### src/hw/rtl/c39_pkg.sv
// ----------------------------------------------------------------------------
// c39_pkg
// Shared types, constants and the symbol tables of the Code 39 run length
// decoder.
// ----------------------------------------------------------------------------
package c39_pkg;

   localparam int SAMPLE_W      = 12;
   localparam int ASCII_W       = 7;
   localparam int SLOT_OUT_W    = 2;
   localparam int GROUP         = 9;
   localparam int TAB_SIZE      = 44;
   localparam int IDX_W         = 6;
   localparam int DEF_MAX_BARS  = 27;
   localparam int DEF_RUN_WIDTH = 16;
   localparam int QUEUE_DEPTH   = 2;

   localparam logic [SAMPLE_W-1:0] THRESH_RESET  = 12'd200;
   localparam logic [IDX_W-1:0]    STAR_INDEX    = 6'd43;
   localparam logic [ASCII_W-1:0]  ASCII_UNKNOWN = 7'h3F;
   localparam logic [ASCII_W-1:0]  ASCII_NONE    = 7'h00;

   typedef logic [GROUP-1:0] pattern_type;

   typedef enum logic [1:0] {
      ST_FOUND     = 2'd0,
      ST_UNMATCHED = 2'd1,
      ST_NO_DIR    = 2'd2
   } status_type;

   typedef enum logic [1:0] {
      BK_IDLE,
      BK_COUNT,
      BK_CLASSIFY,
      BK_EMIT
   } back_state_type;

   typedef struct packed {
      logic group;
      logic last;
   } job_ctl_type;

   typedef struct packed {
      logic             found;
      logic [IDX_W-1:0] idx;
   } match_type;

   localparam pattern_type PATTERN_TAB [TAB_SIZE] = '{
      9'h034, 9'h121, 9'h061, 9'h160, 9'h031, 9'h130, 9'h070, 9'h025, 9'h124, 9'h064,
      9'h109, 9'h049, 9'h148, 9'h019, 9'h118, 9'h058, 9'h00D, 9'h10C, 9'h04C, 9'h01C,
      9'h103, 9'h043, 9'h142, 9'h013, 9'h112, 9'h052, 9'h007, 9'h106, 9'h046, 9'h016,
      9'h181, 9'h0C1, 9'h1C0, 9'h091, 9'h190, 9'h0D0, 9'h085, 9'h184, 9'h0A8, 9'h0A2,
      9'h08A, 9'h02A, 9'h0C4, 9'h094
   };

   localparam logic [ASCII_W-1:0] GLYPH_TAB [TAB_SIZE] = '{
      7'h30, 7'h31, 7'h32, 7'h33, 7'h34, 7'h35, 7'h36, 7'h37, 7'h38, 7'h39,
      7'h41, 7'h42, 7'h43, 7'h44, 7'h45, 7'h46, 7'h47, 7'h48, 7'h49, 7'h4A,
      7'h4B, 7'h4C, 7'h4D, 7'h4E, 7'h4F, 7'h50, 7'h51, 7'h52, 7'h53, 7'h54,
      7'h55, 7'h56, 7'h57, 7'h58, 7'h59, 7'h5A, 7'h2D, 7'h2E, 7'h24, 7'h2F,
      7'h2B, 7'h25, 7'h20, 7'h2A
   };

   function automatic match_type lookup(pattern_type pat);
      match_type m;
      m = '0;
      for (int k = 0; k < TAB_SIZE; k++) begin
         if (!m.found && PATTERN_TAB[k] == pat) begin
            m.found = 1'b1;
            m.idx   = IDX_W'(k);
         end
      end
      return m;
   endfunction

   function automatic pattern_type flip_pattern(pattern_type pat);
      pattern_type r;
      for (int k = 0; k < GROUP; k++) begin
         r[GROUP-1-k] = pat[k];
      end
      return r;
   endfunction

endpackage

### src/hw/rtl/c39_channels.sv
// ----------------------------------------------------------------------------
// c39 channels
// Valid/ready channel bundles for samples in and decoded characters out.
// ----------------------------------------------------------------------------
interface c39_req_if import c39_pkg::*; ();
   logic                valid;
   logic                ready;
   logic [SAMPLE_W-1:0] sample;

   modport source (output valid, output sample, input ready);
   modport sink   (input valid, input sample, output ready);
endinterface

interface c39_rsp_if import c39_pkg::*; ();
   logic                  valid;
   logic                  ready;
   logic [ASCII_W-1:0]    char_ascii;
   logic [1:0]            status;
   logic                  reversed;
   logic [SLOT_OUT_W-1:0] char_slot;
   logic                  last;

   modport source (output valid, output char_ascii, output status, output reversed,
                   output char_slot, output last, input ready);
   modport sink   (input valid, input char_ascii, input status, input reversed,
                   input char_slot, input last, output ready);
endinterface

### src/hw/rtl/c39_front.sv
// ----------------------------------------------------------------------------
// c39_front
// Sample classifier and run length counter; hands each finished group of
// nine runs, and each end of barcode, to the job queue.
// ----------------------------------------------------------------------------
module c39_front import c39_pkg::*; #(
   parameter int MAX_BARS  = DEF_MAX_BARS,
   parameter int RUN_WIDTH = DEF_RUN_WIDTH
) (
   input  logic                       clock,
   input  logic                       reset,
   input  logic                       csr_wr_en,
   input  logic [SAMPLE_W-1:0]        csr_wr_data,
   c39_req_if.sink                    req_ch,
   output logic                       push_valid,
   output job_ctl_type                push_ctl,
   output logic [GROUP*RUN_WIDTH-1:0] push_runs,
   input  logic                       queue_full
);

   localparam int BAR_W  = $clog2(MAX_BARS + 1);
   localparam int GIDX_W = $clog2(GROUP);
   localparam logic [BAR_W-1:0]     BAR_LIMIT = BAR_W'(MAX_BARS);
   localparam logic [GIDX_W-1:0]    GIDX_LAST = GIDX_W'(GROUP - 1);
   localparam logic [RUN_WIDTH-1:0] RUN_MAX   = '1;
   localparam logic [RUN_WIDTH-1:0] RUN_ONE   = RUN_WIDTH'(1);

   logic [SAMPLE_W-1:0]  thresh_ff, thresh_in;
   logic                 armed_ff, armed_in;
   logic                 last_dark_ff, last_dark_in;
   logic                 gap_wait_ff, gap_wait_in;
   logic [RUN_WIDTH-1:0] run_len_ff, run_len_in;
   logic [BAR_W-1:0]     bar_count_ff, bar_count_in;
   logic [GIDX_W-1:0]    group_idx_ff, group_idx_in;
   logic [RUN_WIDTH-1:0] runs_ff [GROUP];
   logic [RUN_WIDTH-1:0] runs_in [GROUP];

   logic accept;
   logic dark;
   logic run_edge;
   logic do_store;
   logic group_done;
   logic finish;

   assign req_ch.ready = !queue_full;
   assign accept       = req_ch.valid && req_ch.ready;
   assign dark         = req_ch.sample > thresh_ff;

   always_comb begin
      thresh_in    = csr_wr_en ? csr_wr_data : thresh_ff;
      armed_in     = armed_ff;
      last_dark_in = last_dark_ff;
      gap_wait_in  = gap_wait_ff;
      run_len_in   = run_len_ff;
      bar_count_in = bar_count_ff;
      group_idx_in = group_idx_ff;
      runs_in      = runs_ff;
      run_edge     = 1'b0;
      do_store     = 1'b0;
      group_done   = 1'b0;
      finish       = 1'b0;
      push_valid   = 1'b0;
      push_ctl     = '0;

      if (accept && (armed_ff || dark)) begin
         armed_in = 1'b1;
         run_edge = !gap_wait_ff && (dark != last_dark_ff);
         do_store = run_edge && !(dark && bar_count_ff == '0 && run_len_ff == '0)
                    && run_len_ff != '0 && bar_count_ff < BAR_LIMIT;

         if (run_edge) begin
            run_len_in = RUN_ONE;
         end else if (!gap_wait_ff && run_len_ff != '0 && run_len_ff != RUN_MAX) begin
            run_len_in = run_len_ff + RUN_ONE;
         end

         if (do_store) begin
            for (int k = 0; k < GROUP - 1; k++) begin
               runs_in[k] = runs_ff[k+1];
            end
            runs_in[GROUP-1] = run_len_ff;
            bar_count_in     = bar_count_ff + BAR_W'(1);
            group_done       = (group_idx_ff == GIDX_LAST);
            group_idx_in     = group_done ? '0 : group_idx_ff + GIDX_W'(1);
         end

         if (group_done) begin
            gap_wait_in = 1'b1;
         end
         last_dark_in = dark;

         if (bar_count_in == BAR_LIMIT) begin
            finish       = 1'b1;
            bar_count_in = '0;
            group_idx_in = '0;
            armed_in     = 1'b0;
            gap_wait_in  = 1'b0;
         end

         push_valid     = group_done || finish;
         push_ctl.group = group_done;
         push_ctl.last  = finish;

         // gap ends on the next dark sample
         if (gap_wait_in && dark) begin
            gap_wait_in = 1'b0;
            run_len_in  = RUN_ONE;
         end
      end
   end

   for (genvar g = 0; g < GROUP; g++) begin : g_pack
      assign push_runs[g*RUN_WIDTH +: RUN_WIDTH] = runs_in[g];
   end

   always_ff @(posedge clock) begin
      if (reset) begin
         thresh_ff    <= THRESH_RESET;
         armed_ff     <= 1'b0;
         last_dark_ff <= 1'b0;
         gap_wait_ff  <= 1'b0;
         run_len_ff   <= '0;
         bar_count_ff <= '0;
         group_idx_ff <= '0;
      end else begin
         thresh_ff    <= thresh_in;
         armed_ff     <= armed_in;
         last_dark_ff <= last_dark_in;
         gap_wait_ff  <= gap_wait_in;
         run_len_ff   <= run_len_in;
         bar_count_ff <= bar_count_in;
         group_idx_ff <= group_idx_in;
      end
   end

   always_ff @(posedge clock) begin
      runs_ff <= runs_in;
   end

   a_bar_below_limit: assert property (@(posedge clock) disable iff (reset)
      bar_count_ff < BAR_LIMIT)
      else $error("bar count reached its limit without finishing");

   a_gap_only_armed: assert property (@(posedge clock) disable iff (reset)
      !armed_ff |-> !gap_wait_ff)
      else $error("gap wait set while disarmed");

endmodule

### src/hw/rtl/c39_queue.sv
// ----------------------------------------------------------------------------
// c39_queue
// Small register queue of group jobs between the front and the back.
// ----------------------------------------------------------------------------
module c39_queue #(
   parameter int WIDTH = 8,
   parameter int DEPTH = 2
) (
   input  logic             clock,
   input  logic             reset,
   input  logic             push_valid,
   input  logic [WIDTH-1:0] push_data,
   output logic             full,
   output logic             pop_valid,
   input  logic             pop_ready,
   output logic [WIDTH-1:0] pop_data
);

   localparam int PTR_W = $clog2(DEPTH);
   localparam int CNT_W = $clog2(DEPTH + 1);
   localparam logic [PTR_W-1:0] PTR_LAST  = PTR_W'(DEPTH - 1);
   localparam logic [CNT_W-1:0] CNT_DEPTH = CNT_W'(DEPTH);

   logic [WIDTH-1:0] mem_ff [DEPTH];
   logic [PTR_W-1:0] wr_ptr_ff, wr_ptr_in;
   logic [PTR_W-1:0] rd_ptr_ff, rd_ptr_in;
   logic [CNT_W-1:0] count_ff, count_in;
   logic             do_push;
   logic             do_pop;

   assign full      = (count_ff == CNT_DEPTH);
   assign pop_valid = (count_ff != '0);
   assign pop_data  = mem_ff[rd_ptr_ff];
   assign do_push   = push_valid && !full;
   assign do_pop    = pop_valid && pop_ready;

   always_comb begin
      wr_ptr_in = wr_ptr_ff;
      rd_ptr_in = rd_ptr_ff;
      count_in  = count_ff;
      if (do_push) begin
         wr_ptr_in = (wr_ptr_ff == PTR_LAST) ? '0 : wr_ptr_ff + PTR_W'(1);
      end
      if (do_pop) begin
         rd_ptr_in = (rd_ptr_ff == PTR_LAST) ? '0 : rd_ptr_ff + PTR_W'(1);
      end
      if (do_push && !do_pop) begin
         count_in = count_ff + CNT_W'(1);
      end else if (do_pop && !do_push) begin
         count_in = count_ff - CNT_W'(1);
      end
   end

   always_ff @(posedge clock) begin
      if (reset) begin
         wr_ptr_ff <= '0;
         rd_ptr_ff <= '0;
         count_ff  <= '0;
      end else begin
         wr_ptr_ff <= wr_ptr_in;
         rd_ptr_ff <= rd_ptr_in;
         count_ff  <= count_in;
      end
   end

   always_ff @(posedge clock) begin
      if (do_push) begin
         mem_ff[wr_ptr_ff] <= push_data;
      end
   end

   a_count_bound: assert property (@(posedge clock) disable iff (reset)
      count_ff <= CNT_DEPTH)
      else $error("queue count beyond depth");

endmodule

### src/hw/rtl/c39_back.sv
// ----------------------------------------------------------------------------
// c39_back
// Group classifier: ranks the nine runs of a group against each other, looks
// the pattern up in both directions and drives the registered result channel.
// ----------------------------------------------------------------------------
module c39_back import c39_pkg::*; #(
   parameter int MAX_BARS  = DEF_MAX_BARS,
   parameter int RUN_WIDTH = DEF_RUN_WIDTH
) (
   input  logic                       clock,
   input  logic                       reset,
   input  logic                       pop_valid,
   input  job_ctl_type                pop_ctl,
   input  logic [GROUP*RUN_WIDTH-1:0] pop_runs,
   output logic                       pop_ready,
   c39_rsp_if.source                  rsp_ch
);

   localparam int SLOT_W = $clog2(MAX_BARS / GROUP + 1);
   localparam int STEP_W = $clog2(GROUP);
   localparam logic [SLOT_W-1:0] SLOT_MAX  = SLOT_W'(MAX_BARS / GROUP);
   localparam logic [STEP_W-1:0] STEP_LAST = STEP_W'(GROUP - 1);
   localparam logic [1:0]        CNT_SAT   = 2'd3;

   back_state_type        state_ff, state_in;
   logic [RUN_WIDTH-1:0]  runs_ff [GROUP];
   logic [RUN_WIDTH-1:0]  runs_in [GROUP];
   logic [RUN_WIDTH-1:0]  probe_ff [GROUP];
   logic [RUN_WIDTH-1:0]  probe_in [GROUP];
   logic [1:0]            cnt_ff [GROUP];
   logic [1:0]            cnt_in [GROUP];
   logic [STEP_W-1:0]     step_ff, step_in;
   logic                  last_job_ff, last_job_in;
   match_type             fwd_ff, fwd_in;
   match_type             rev_ff, rev_in;
   logic                  dir_known_ff, dir_known_in;
   logic                  dir_rev_ff, dir_rev_in;
   logic [SLOT_W-1:0]     slot_ff, slot_in;
   logic                  rsp_valid_ff, rsp_valid_in;
   logic [ASCII_W-1:0]    char_ff, char_in;
   status_type            status_ff, status_in;
   logic                  reversed_ff, reversed_in;
   logic [SLOT_OUT_W-1:0] slot_out_ff, slot_out_in;
   logic                  last_out_ff, last_out_in;

   logic [RUN_WIDTH-1:0]  job_runs [GROUP];
   pattern_type           pat;
   logic                  out_free;
   logic                  dir_rev_t;
   logic                  failed;
   match_type             sel;

   for (genvar g = 0; g < GROUP; g++) begin : g_unpack
      assign job_runs[g]        = pop_runs[g*RUN_WIDTH +: RUN_WIDTH];
      // wide when fewer than three runs are strictly longer
      assign pat[GROUP - 1 - g] = (cnt_ff[g] != CNT_SAT);
   end

   assign pop_ready = (state_ff == BK_IDLE);
   assign out_free  = !rsp_valid_ff || rsp_ch.ready;

   assign rsp_ch.valid      = rsp_valid_ff;
   assign rsp_ch.char_ascii = char_ff;
   assign rsp_ch.status     = status_ff;
   assign rsp_ch.reversed   = reversed_ff;
   assign rsp_ch.char_slot  = slot_out_ff;
   assign rsp_ch.last       = last_out_ff;

   always_comb begin
      state_in     = state_ff;
      runs_in      = runs_ff;
      probe_in     = probe_ff;
      cnt_in       = cnt_ff;
      step_in      = step_ff;
      last_job_in  = last_job_ff;
      fwd_in       = fwd_ff;
      rev_in       = rev_ff;
      dir_known_in = dir_known_ff;
      dir_rev_in   = dir_rev_ff;
      slot_in      = slot_ff;
      rsp_valid_in = rsp_valid_ff && !rsp_ch.ready;
      char_in      = char_ff;
      status_in    = status_ff;
      reversed_in  = reversed_ff;
      slot_out_in  = slot_out_ff;
      last_out_in  = last_out_ff;
      dir_rev_t    = dir_rev_ff;
      failed       = 1'b0;
      sel          = fwd_ff;

      unique case (state_ff)
         BK_IDLE: begin
            if (pop_valid) begin
               if (pop_ctl.group) begin
                  runs_in     = job_runs;
                  probe_in    = job_runs;
                  for (int i = 0; i < GROUP; i++) begin
                     cnt_in[i] = '0;
                  end
                  step_in     = '0;
                  last_job_in = pop_ctl.last;
                  state_in    = BK_COUNT;
               end else if (pop_ctl.last) begin
                  // end of barcode without a full group
                  dir_known_in = 1'b0;
                  slot_in      = '0;
               end
            end
         end
         BK_COUNT: begin
            for (int i = 0; i < GROUP; i++) begin
               if (probe_ff[0] > runs_ff[i] && cnt_ff[i] != CNT_SAT) begin
                  cnt_in[i] = cnt_ff[i] + 2'd1;
               end
            end
            for (int i = 0; i < GROUP - 1; i++) begin
               probe_in[i] = probe_ff[i+1];
            end
            probe_in[GROUP-1] = probe_ff[0];
            step_in = step_ff + STEP_W'(1);
            if (step_ff == STEP_LAST) begin
               state_in = BK_CLASSIFY;
            end
         end
         BK_CLASSIFY: begin
            fwd_in   = lookup(pat);
            rev_in   = lookup(flip_pattern(pat));
            state_in = BK_EMIT;
         end
         BK_EMIT: begin
            if (out_free) begin
               if (!dir_known_ff) begin
                  if (fwd_ff.found && fwd_ff.idx == STAR_INDEX) begin
                     dir_rev_t = 1'b0;
                  end else if (rev_ff.found && rev_ff.idx == STAR_INDEX) begin
                     dir_rev_t = 1'b1;
                  end else begin
                     failed = 1'b1;
                  end
               end
               sel = dir_rev_t ? rev_ff : fwd_ff;
               if (failed) begin
                  char_in     = ASCII_NONE;
                  status_in   = ST_NO_DIR;
                  slot_out_in = '0;
               end else begin
                  char_in     = sel.found ? GLYPH_TAB[sel.idx] : ASCII_UNKNOWN;
                  status_in   = sel.found ? ST_FOUND : ST_UNMATCHED;
                  slot_out_in = SLOT_OUT_W'(slot_ff);
                  if (slot_ff < SLOT_MAX) begin
                     slot_in = slot_ff + SLOT_W'(1);
                  end
               end
               dir_known_in = 1'b1;
               dir_rev_in   = dir_rev_t;
               reversed_in  = dir_rev_t;
               last_out_in  = last_job_ff;
               rsp_valid_in = 1'b1;
               state_in     = BK_IDLE;
               if (last_job_ff) begin
                  dir_known_in = 1'b0;
                  slot_in      = '0;
               end
            end
         end
         default: begin
            state_in = BK_IDLE;
         end
      endcase
   end

   always_ff @(posedge clock) begin
      if (reset) begin
         state_ff     <= BK_IDLE;
         dir_known_ff <= 1'b0;
         dir_rev_ff   <= 1'b0;
         slot_ff      <= '0;
         rsp_valid_ff <= 1'b0;
      end else begin
         state_ff     <= state_in;
         dir_known_ff <= dir_known_in;
         dir_rev_ff   <= dir_rev_in;
         slot_ff      <= slot_in;
         rsp_valid_ff <= rsp_valid_in;
      end
   end

   always_ff @(posedge clock) begin
      runs_ff     <= runs_in;
      probe_ff    <= probe_in;
      cnt_ff      <= cnt_in;
      step_ff     <= step_in;
      last_job_ff <= last_job_in;
      fwd_ff      <= fwd_in;
      rev_ff      <= rev_in;
      char_ff     <= char_in;
      status_ff   <= status_in;
      reversed_ff <= reversed_in;
      slot_out_ff <= slot_out_in;
      last_out_ff <= last_out_in;
   end

   a_slot_needs_dir: assert property (@(posedge clock) disable iff (reset)
      slot_ff != '0 |-> dir_known_ff)
      else $error("character slot advanced without a known direction");

   a_count_exit: assert property (@(posedge clock) disable iff (reset)
      state_ff == BK_COUNT && step_ff == STEP_LAST |=> state_ff == BK_CLASSIFY)
      else $error("ranking pass did not end after nine steps");

   a_emit_loads: assert property (@(posedge clock) disable iff (reset)
      state_ff == BK_EMIT && out_free |=> rsp_valid_ff && state_ff == BK_IDLE)
      else $error("emit did not load the result register");

endmodule

### src/hw/rtl/code39_run_length_decoder.sv
// ----------------------------------------------------------------------------
// code39_run_length_decoder
// Code 39 barcode decoder working on a stream of reflectance samples.
// ----------------------------------------------------------------------------
// usage
//   req_ch carries one 12-bit sample per item; a sample above the threshold
//   in csr_wr_data (written with csr_wr_en, reset value 200) is dark.
//   rsp_ch carries one decoded character per group of nine runs, with
//   status, direction, slot and a last flag on the final group.
//   the front takes one sample per cycle while its two-entry job queue has
//   room; every sample waits while the queue is full.
//   a group is ranked in the back in BK_COUNT (one run compared with
//   all nine per cycle), then looked up in BK_CLASSIFY, and BK_EMIT loads
//   the output register once it is free; the back takes a new group only
//   when it has returned to BK_IDLE.
//   a stalled rsp_ch holds the result; the back waits, the queue fills and
//   req_ch.ready drops only when the queue is full.
//   reset is synchronous: the block disarms, clears direction and counters
//   and restores the threshold; it is ready as soon as reset is released.
// ----------------------------------------------------------------------------
module code39_run_length_decoder import c39_pkg::*; #(
   parameter int MAX_BARS  = DEF_MAX_BARS,
   parameter int RUN_WIDTH = DEF_RUN_WIDTH
) (
   input  logic                clock,
   input  logic                reset,
   input  logic                csr_wr_en,
   input  logic [SAMPLE_W-1:0] csr_wr_data,
   c39_req_if.sink             req_ch,
   c39_rsp_if.source           rsp_ch
);

   localparam int RUNS_W = GROUP * RUN_WIDTH;
   localparam int JOB_W  = $bits(job_ctl_type) + RUNS_W;

   logic              push_valid;
   job_ctl_type       push_ctl;
   logic [RUNS_W-1:0] push_runs;
   logic              queue_full;
   logic              pop_valid;
   logic              pop_ready;
   job_ctl_type       pop_ctl;
   logic [RUNS_W-1:0] pop_runs;
   logic [JOB_W-1:0]  push_data;
   logic [JOB_W-1:0]  pop_data;

   assign push_data           = {push_ctl, push_runs};
   assign {pop_ctl, pop_runs} = pop_data;

   c39_front #(
      .MAX_BARS  (MAX_BARS),
      .RUN_WIDTH (RUN_WIDTH)
   ) u_front (
      .clock       (clock),
      .reset       (reset),
      .csr_wr_en   (csr_wr_en),
      .csr_wr_data (csr_wr_data),
      .req_ch      (req_ch),
      .push_valid  (push_valid),
      .push_ctl    (push_ctl),
      .push_runs   (push_runs),
      .queue_full  (queue_full)
   );

   c39_queue #(
      .WIDTH (JOB_W),
      .DEPTH (QUEUE_DEPTH)
   ) u_queue (
      .clock      (clock),
      .reset      (reset),
      .push_valid (push_valid),
      .push_data  (push_data),
      .full       (queue_full),
      .pop_valid  (pop_valid),
      .pop_ready  (pop_ready),
      .pop_data   (pop_data)
   );

   c39_back #(
      .MAX_BARS  (MAX_BARS),
      .RUN_WIDTH (RUN_WIDTH)
   ) u_back (
      .clock     (clock),
      .reset     (reset),
      .pop_valid (pop_valid),
      .pop_ctl   (pop_ctl),
      .pop_runs  (pop_runs),
      .pop_ready (pop_ready),
      .rsp_ch    (rsp_ch)
   );

endmodule
### src/flat_wrapper.sv
// flat-port wrapper written by rule: the top's interface ports become plain ports
module code39_run_length_decoder_flat import c39_pkg::*;
#(
   parameter int MAX_BARS  = DEF_MAX_BARS,
   parameter int RUN_WIDTH = DEF_RUN_WIDTH
)
  (clock, reset, csr_wr_en, csr_wr_data, req_ch_valid, req_ch_sample, req_ch_ready, rsp_ch_valid, rsp_ch_char_ascii, rsp_ch_status, rsp_ch_reversed, rsp_ch_char_slot, rsp_ch_last, rsp_ch_ready);
  c39_req_if req_ch_i ();
  c39_rsp_if rsp_ch_i ();
  input  logic clock;
  input  logic reset;
  input  logic csr_wr_en;
  input  logic [SAMPLE_W-1:0] csr_wr_data;
  input wire logic [$bits(req_ch_i.valid)-1:0] req_ch_valid;
  input wire logic [$bits(req_ch_i.sample)-1:0] req_ch_sample;
  output wire logic [$bits(req_ch_i.ready)-1:0] req_ch_ready;
  output wire logic [$bits(rsp_ch_i.valid)-1:0] rsp_ch_valid;
  output wire logic [$bits(rsp_ch_i.char_ascii)-1:0] rsp_ch_char_ascii;
  output wire logic [$bits(rsp_ch_i.status)-1:0] rsp_ch_status;
  output wire logic [$bits(rsp_ch_i.reversed)-1:0] rsp_ch_reversed;
  output wire logic [$bits(rsp_ch_i.char_slot)-1:0] rsp_ch_char_slot;
  output wire logic [$bits(rsp_ch_i.last)-1:0] rsp_ch_last;
  input wire logic [$bits(rsp_ch_i.ready)-1:0] rsp_ch_ready;
  assign req_ch_i.valid = req_ch_valid;
  assign req_ch_i.sample = req_ch_sample;
  assign req_ch_ready = req_ch_i.ready;
  assign rsp_ch_valid = rsp_ch_i.valid;
  assign rsp_ch_char_ascii = rsp_ch_i.char_ascii;
  assign rsp_ch_status = rsp_ch_i.status;
  assign rsp_ch_reversed = rsp_ch_i.reversed;
  assign rsp_ch_char_slot = rsp_ch_i.char_slot;
  assign rsp_ch_last = rsp_ch_i.last;
  assign rsp_ch_i.ready = rsp_ch_ready;
  code39_run_length_decoder #(.MAX_BARS(MAX_BARS), .RUN_WIDTH(RUN_WIDTH)) u_core (.clock(clock), .reset(reset), .csr_wr_en(csr_wr_en), .csr_wr_data(csr_wr_data), .req_ch(req_ch_i), .rsp_ch(rsp_ch_i));
endmodule
### config.mk
export PLATFORM = sky130hd
export DESIGN_NAME = code39_run_length_decoder_flat
export DESIGN_NICKNAME = d
export VERILOG_FILES = /design/src/hw/rtl/c39_pkg.sv /design/src/hw/rtl/c39_channels.sv /design/src/hw/rtl/c39_front.sv /design/src/hw/rtl/c39_queue.sv /design/src/hw/rtl/c39_back.sv /design/src/hw/rtl/code39_run_length_decoder.sv /design/src/flat_wrapper.sv
export SDC_FILE = /design/constraint.sdc
export NUM_CORES = 1
export LEC_CHECK = 0
export ABC_AREA = 1
export BUFFER_PORTS_ARGS = -buffer_cell sky130_fd_sc_hd__buf_2
export CORE_MARGIN = 2
export CORE_UTILIZATION = 50
export DETAILED_ROUTE_END_ITERATION = 10
export PLACE_DENSITY = 0.73
export SKIP_LAST_GASP = 1
export SYNTH_ARGS = -nofsm -noshare
export SYNTH_HDL_FRONTEND = slang
export SYNTH_HIERARCHICAL = 1
export SYNTH_SLANG_ARGS = --single-unit
### constraint.sdc
create_clock -name clock -period 30 [get_ports clock]
set_clock_uncertainty 0.1 [all_clocks]
set_input_delay 3 -clock clock [delete_from_list [all_inputs] [get_ports clock]]
set_output_delay 3 -clock clock [all_outputs]
set_load 0.01 [all_outputs]
==> summary.md <==
| Metric | Value |
|---|---|
| Ys async rst share | `0%` |
| Main synth FF type | `edfxtp_1` |
| Synthesized area per cell | `10.39 um^2` |
| Period minus WS final | `7829 ps` |
| Site Rows | `100` |
| Worst Hold Class | `reg -> reg` |
| Slew @ Worst Pin | `1101 ps` |
| Warnings, synthesis | `6` |
| # DRC | `0` |
| Power per cell area | `81.38 nW/um^2` |
| Die Height | `279.3 um` |
| Port bufs | `43` |
| Final-report setup violation count | `0` |
| Post-synthesis cell count | `between 3000 and 4000` |
| Critical Path AT | `approximately 8000 ps` |
| Yosys top cell area share | `between 40% and 50%` |
| Ant diodes | `0` |
| Crit-path slowest cell | `nor2_4` |
| Worst r2r path cells | `19` |
| CTS clk-pin slew, worst paths | `60 ps` |
| DP HPWL | `52920 um` |
| Crit-path cells | `buf_2 -> ha_1 -> nand4_1 -> nor2_1 -> nand2_1 -> nand3_2 -> nand3_2 -> nand2_1 -> nor2_1 -> buf_4 -> nand3_1 -> nand2_1 -> nor2_2 -> nand3_4 -> a21oi_1 -> o21ai_0 -> nor2_4 -> buf_4 -> buf_4` |
| ANT nets after route | `0` |
| Clock buffer depth | `3` |
| Routed WL per cell | `17.66 um` |
| GP Congestion | `about 0.90` |
| Detailed Route Iter0 Violations | `1827` |
| Relative slew slack | `25.95%` |
| Reg2reg start | `u_core/u_front/thresh_ff[7]` |
| Critical Path Sink Type | `flip-flop` |
| Reg2reg setup slack | `24290 ps` |
| Routed WL | `83560 um` |
| Cell area after technology mapping | `approximately 38000 um^2` |
| Slew Viols, Final | `0` |
| Die W | `279.3 um` |
| Ranking of synthesized cells by instance count | `nand2_1, edfxtp_1, inv_1` |
| Fillers | `6229` |
| # resized after CTS | `0` |
| Clock root buffer | `clkbuf_16` |
| Initial antenna violation count | `0` |
| Peak supply drop | `0.07353 mV` |
| Unrepaired setup endpoints after global routing | `no` |
| Worst-Skew Late Latency | `640 ps` |
| TritonCTS clock tree | `built` |
| CP max stage delay | `900 ps` |
| Total CTS buffers | `85` |
| Die area | `77990 um^2` |
| Initial Utilization | `50.72%` |
| Core area | `74700 um^2` |
| Synth-to-Final Area Change | `10.05%` |
| Number of hold violations in the final report | `0` |
| Count leader, synth | `nand2_1` |
| Clk sinks | `just over 800` |
| Total GRT Usage | `21.58%` |
| Synth area leader | `edfxtp_1` |
| Post-route clock period utilization | `26.10%` |
| Htree depth | `3` |
| Worst Path Max Fanout | `a little under 60` |
| Worst setup SP type | `input pin` |
| Gr ovfl total | `0` |
| HP Start | `u_core/u_front/runs_ff[131]` |
| First-pass GRT wire length | `between 100000 and 150000 um` |
| WHS Endpoint | `u_core/u_front/runs_ff[131]` |
| Io pins | `44` |
| Fmax | `127.7 MHz` |
| Post-synthesis sequential area ratio | `roughly 60%` |
| Synth unique cells | `60` |
| Post-CTS setup buffer count | `0` |
| Area contributors post-synth | `edfxtp_1, nand2_1, dfxtp_1, ha_1, mux2_2` |
| Setup TNS Final | `0 ps` |
| RR Endpoint | `u_core/u_queue/mem_ff[0][26]` |
| Final cell count without fillers | `around 4700` |
| Max cap viols | `0` |
| EDFF count, synth | `630` |
| Post-layout nets | `between 3000 and 4000` |
| Vias/cell | `approximately 5.4` |
| Worst hold path cell count | `2` |
| Post-synthesis register bit count | `826` |
| Leak | `roughly 0.017 uW` |
| Via Count | `25382` |
| Status | `complete, no violations` |
| Kind of critical path | `in -> reg` |
| Layout cells sized above 1 | `11.19%` |
| 1st-pass router iterations | `6` |
| Pin count of the biggest net entering global routing | `150` |
| Vias in the first global route | `25536` |
| Hold_buf cts | `0` |
| Required time worst endpoint | `30140 ps` |
| Inst Count DP | `4573` |
| Synth Net Count | `around 3900` |
flip-flops by register name, summed over array words and instances (netlist names), 2 cells and up, named ones only:
signal	count
u_core/u_back/fwd_ff	7
u_core/u_front/runs_ff	144
u_core/u_front/group_idx_ff	4
u_core/u_back/rev_ff	7
u_core/u_back/rsp_ch.status	2
u_core/u_back/rsp_ch.char_slot	2
u_core/u_queue/mem_ff	292
u_core/u_queue/count_ff	2
u_core/u_back/slot_ff	2
u_core/u_back/rsp_ch.char_ascii	7
u_core/u_back/step_ff	4
u_core/u_front/thresh_ff	12
u_core/u_back/state_ff	2
u_core/u_front/bar_count_ff	5
u_core/u_back/probe_ff	144
u_core/u_back/runs_ff	144
u_core/u_front/run_len_ff	16
u_core/u_back/cnt_ff	18
metrics by stage:
stage	instance area (um^2)	hold WS [ps]	setup WS (ps)	power [uW]	utilization, %
3_3_place_gp	38920	341.5	21610	2344	52.11
3_5_place_dp	38920	351.4	21560	2371	52.11
2_1_floorplan	37880	327.2	18440	2168	-
5_1_grt	41690	397.1	21770	3565	55.81
6_report	41690	364.6	22170	3393	55.81
4_1_cts	41690	366.4	22170	3412	55.81
worst max path at each step:
| stage | from | end | slack (ps) | depth (start not counted) |
|---|---|---|---|---|
| finish | req_ch_sample[7] | u_core/u_queue/mem_ff[0][26] | 22170 | 19 |
| global route | req_ch_sample[3] | u_core/u_queue/mem_ff[0][42] | 21770 | 20 |
| CTS | req_ch_sample[7] | u_core/u_queue/mem_ff[0][11] | 22170 | 17 |
| detailed placement | req_ch_sample[7] | u_core/u_queue/mem_ff[0][42] | 21560 | 17 |
| global placement | req_ch_sample[7] | u_core/u_queue/mem_ff[0][58] | 21610 | 17 |
| floorplan | req_ch_sample[11] | u_core/u_queue/mem_ff[0][0] | 18440 | 14 |
report_power, final:
part           leakage (uW)  total, uW  internal (uW)  switching, uW
Combinational       0.00830        766            234            532
Clock               0.00135       1040            599            440
Sequential          0.00737       1590           1490           96.6
Total                0.0170       3390           2330           1070
kinds of logic after synthesis:
kind of cell               share of synthesized area, %
buffers and inverters                             5.701
adders and majority gates                         6.341
xor gates and xnor gates                         0.2081
and+or+nand+nor                                   18.42
AOI/OAI and AO/OA                                 4.697
DFF                                               60.29
muxes                                             4.340
layer usage:
metal  global-route usage [%]  part of all wire [%]
met4                    6.079                   2.4
met5                        0                     0
met3                    2.887                   4.8
met2                    37.82                    50
met1                    28.03                    43
worst max-delay path: cells and delay by family:
kind                     cells  cell delay (ps)
AND/OR/NAND/NOR             12             2060
AO/OA/AOI/OAI                2              460
buffers and inverters        4             1990
adder cells (fa/ha/maj)      1              310
area by class of cell:
cell class              instances  area (um^2)  area share (%)
flip-flops and latches        826        22850           54.80
repair buffers                 61        375.4          0.9003
clock buffers                 120         2369           5.681
multi-input cells            2307        12940           31.03
inverters                     410         1549           3.715
clock inverters                39        401.6          0.9634
well taps                     969         1212           2.908
cells in the final DEF (no fill, tap or decap), drive strengths merged, types with 3 or more instances in the layout:
cell,count
inv,411
bufinv,5
a211oi,12
ha,192
nor3b,6
a21o,4
xor2,7
mux2,146
a21oi,135
nand2,1098
o22ai,3
o21ai,98
nand4,56
dfxtp,196
nand3b,8
o41ai,7
edfxtp,630
a31oi,6
o211ai,15
nor2,277
o31ai,3
clkbuf,120
or2,5
o2111ai,14
buf,61
clkinv,29
nor3,63
nor4,16
clkinvlp,4
nand3,116
(Power assumes the default switching activity.)
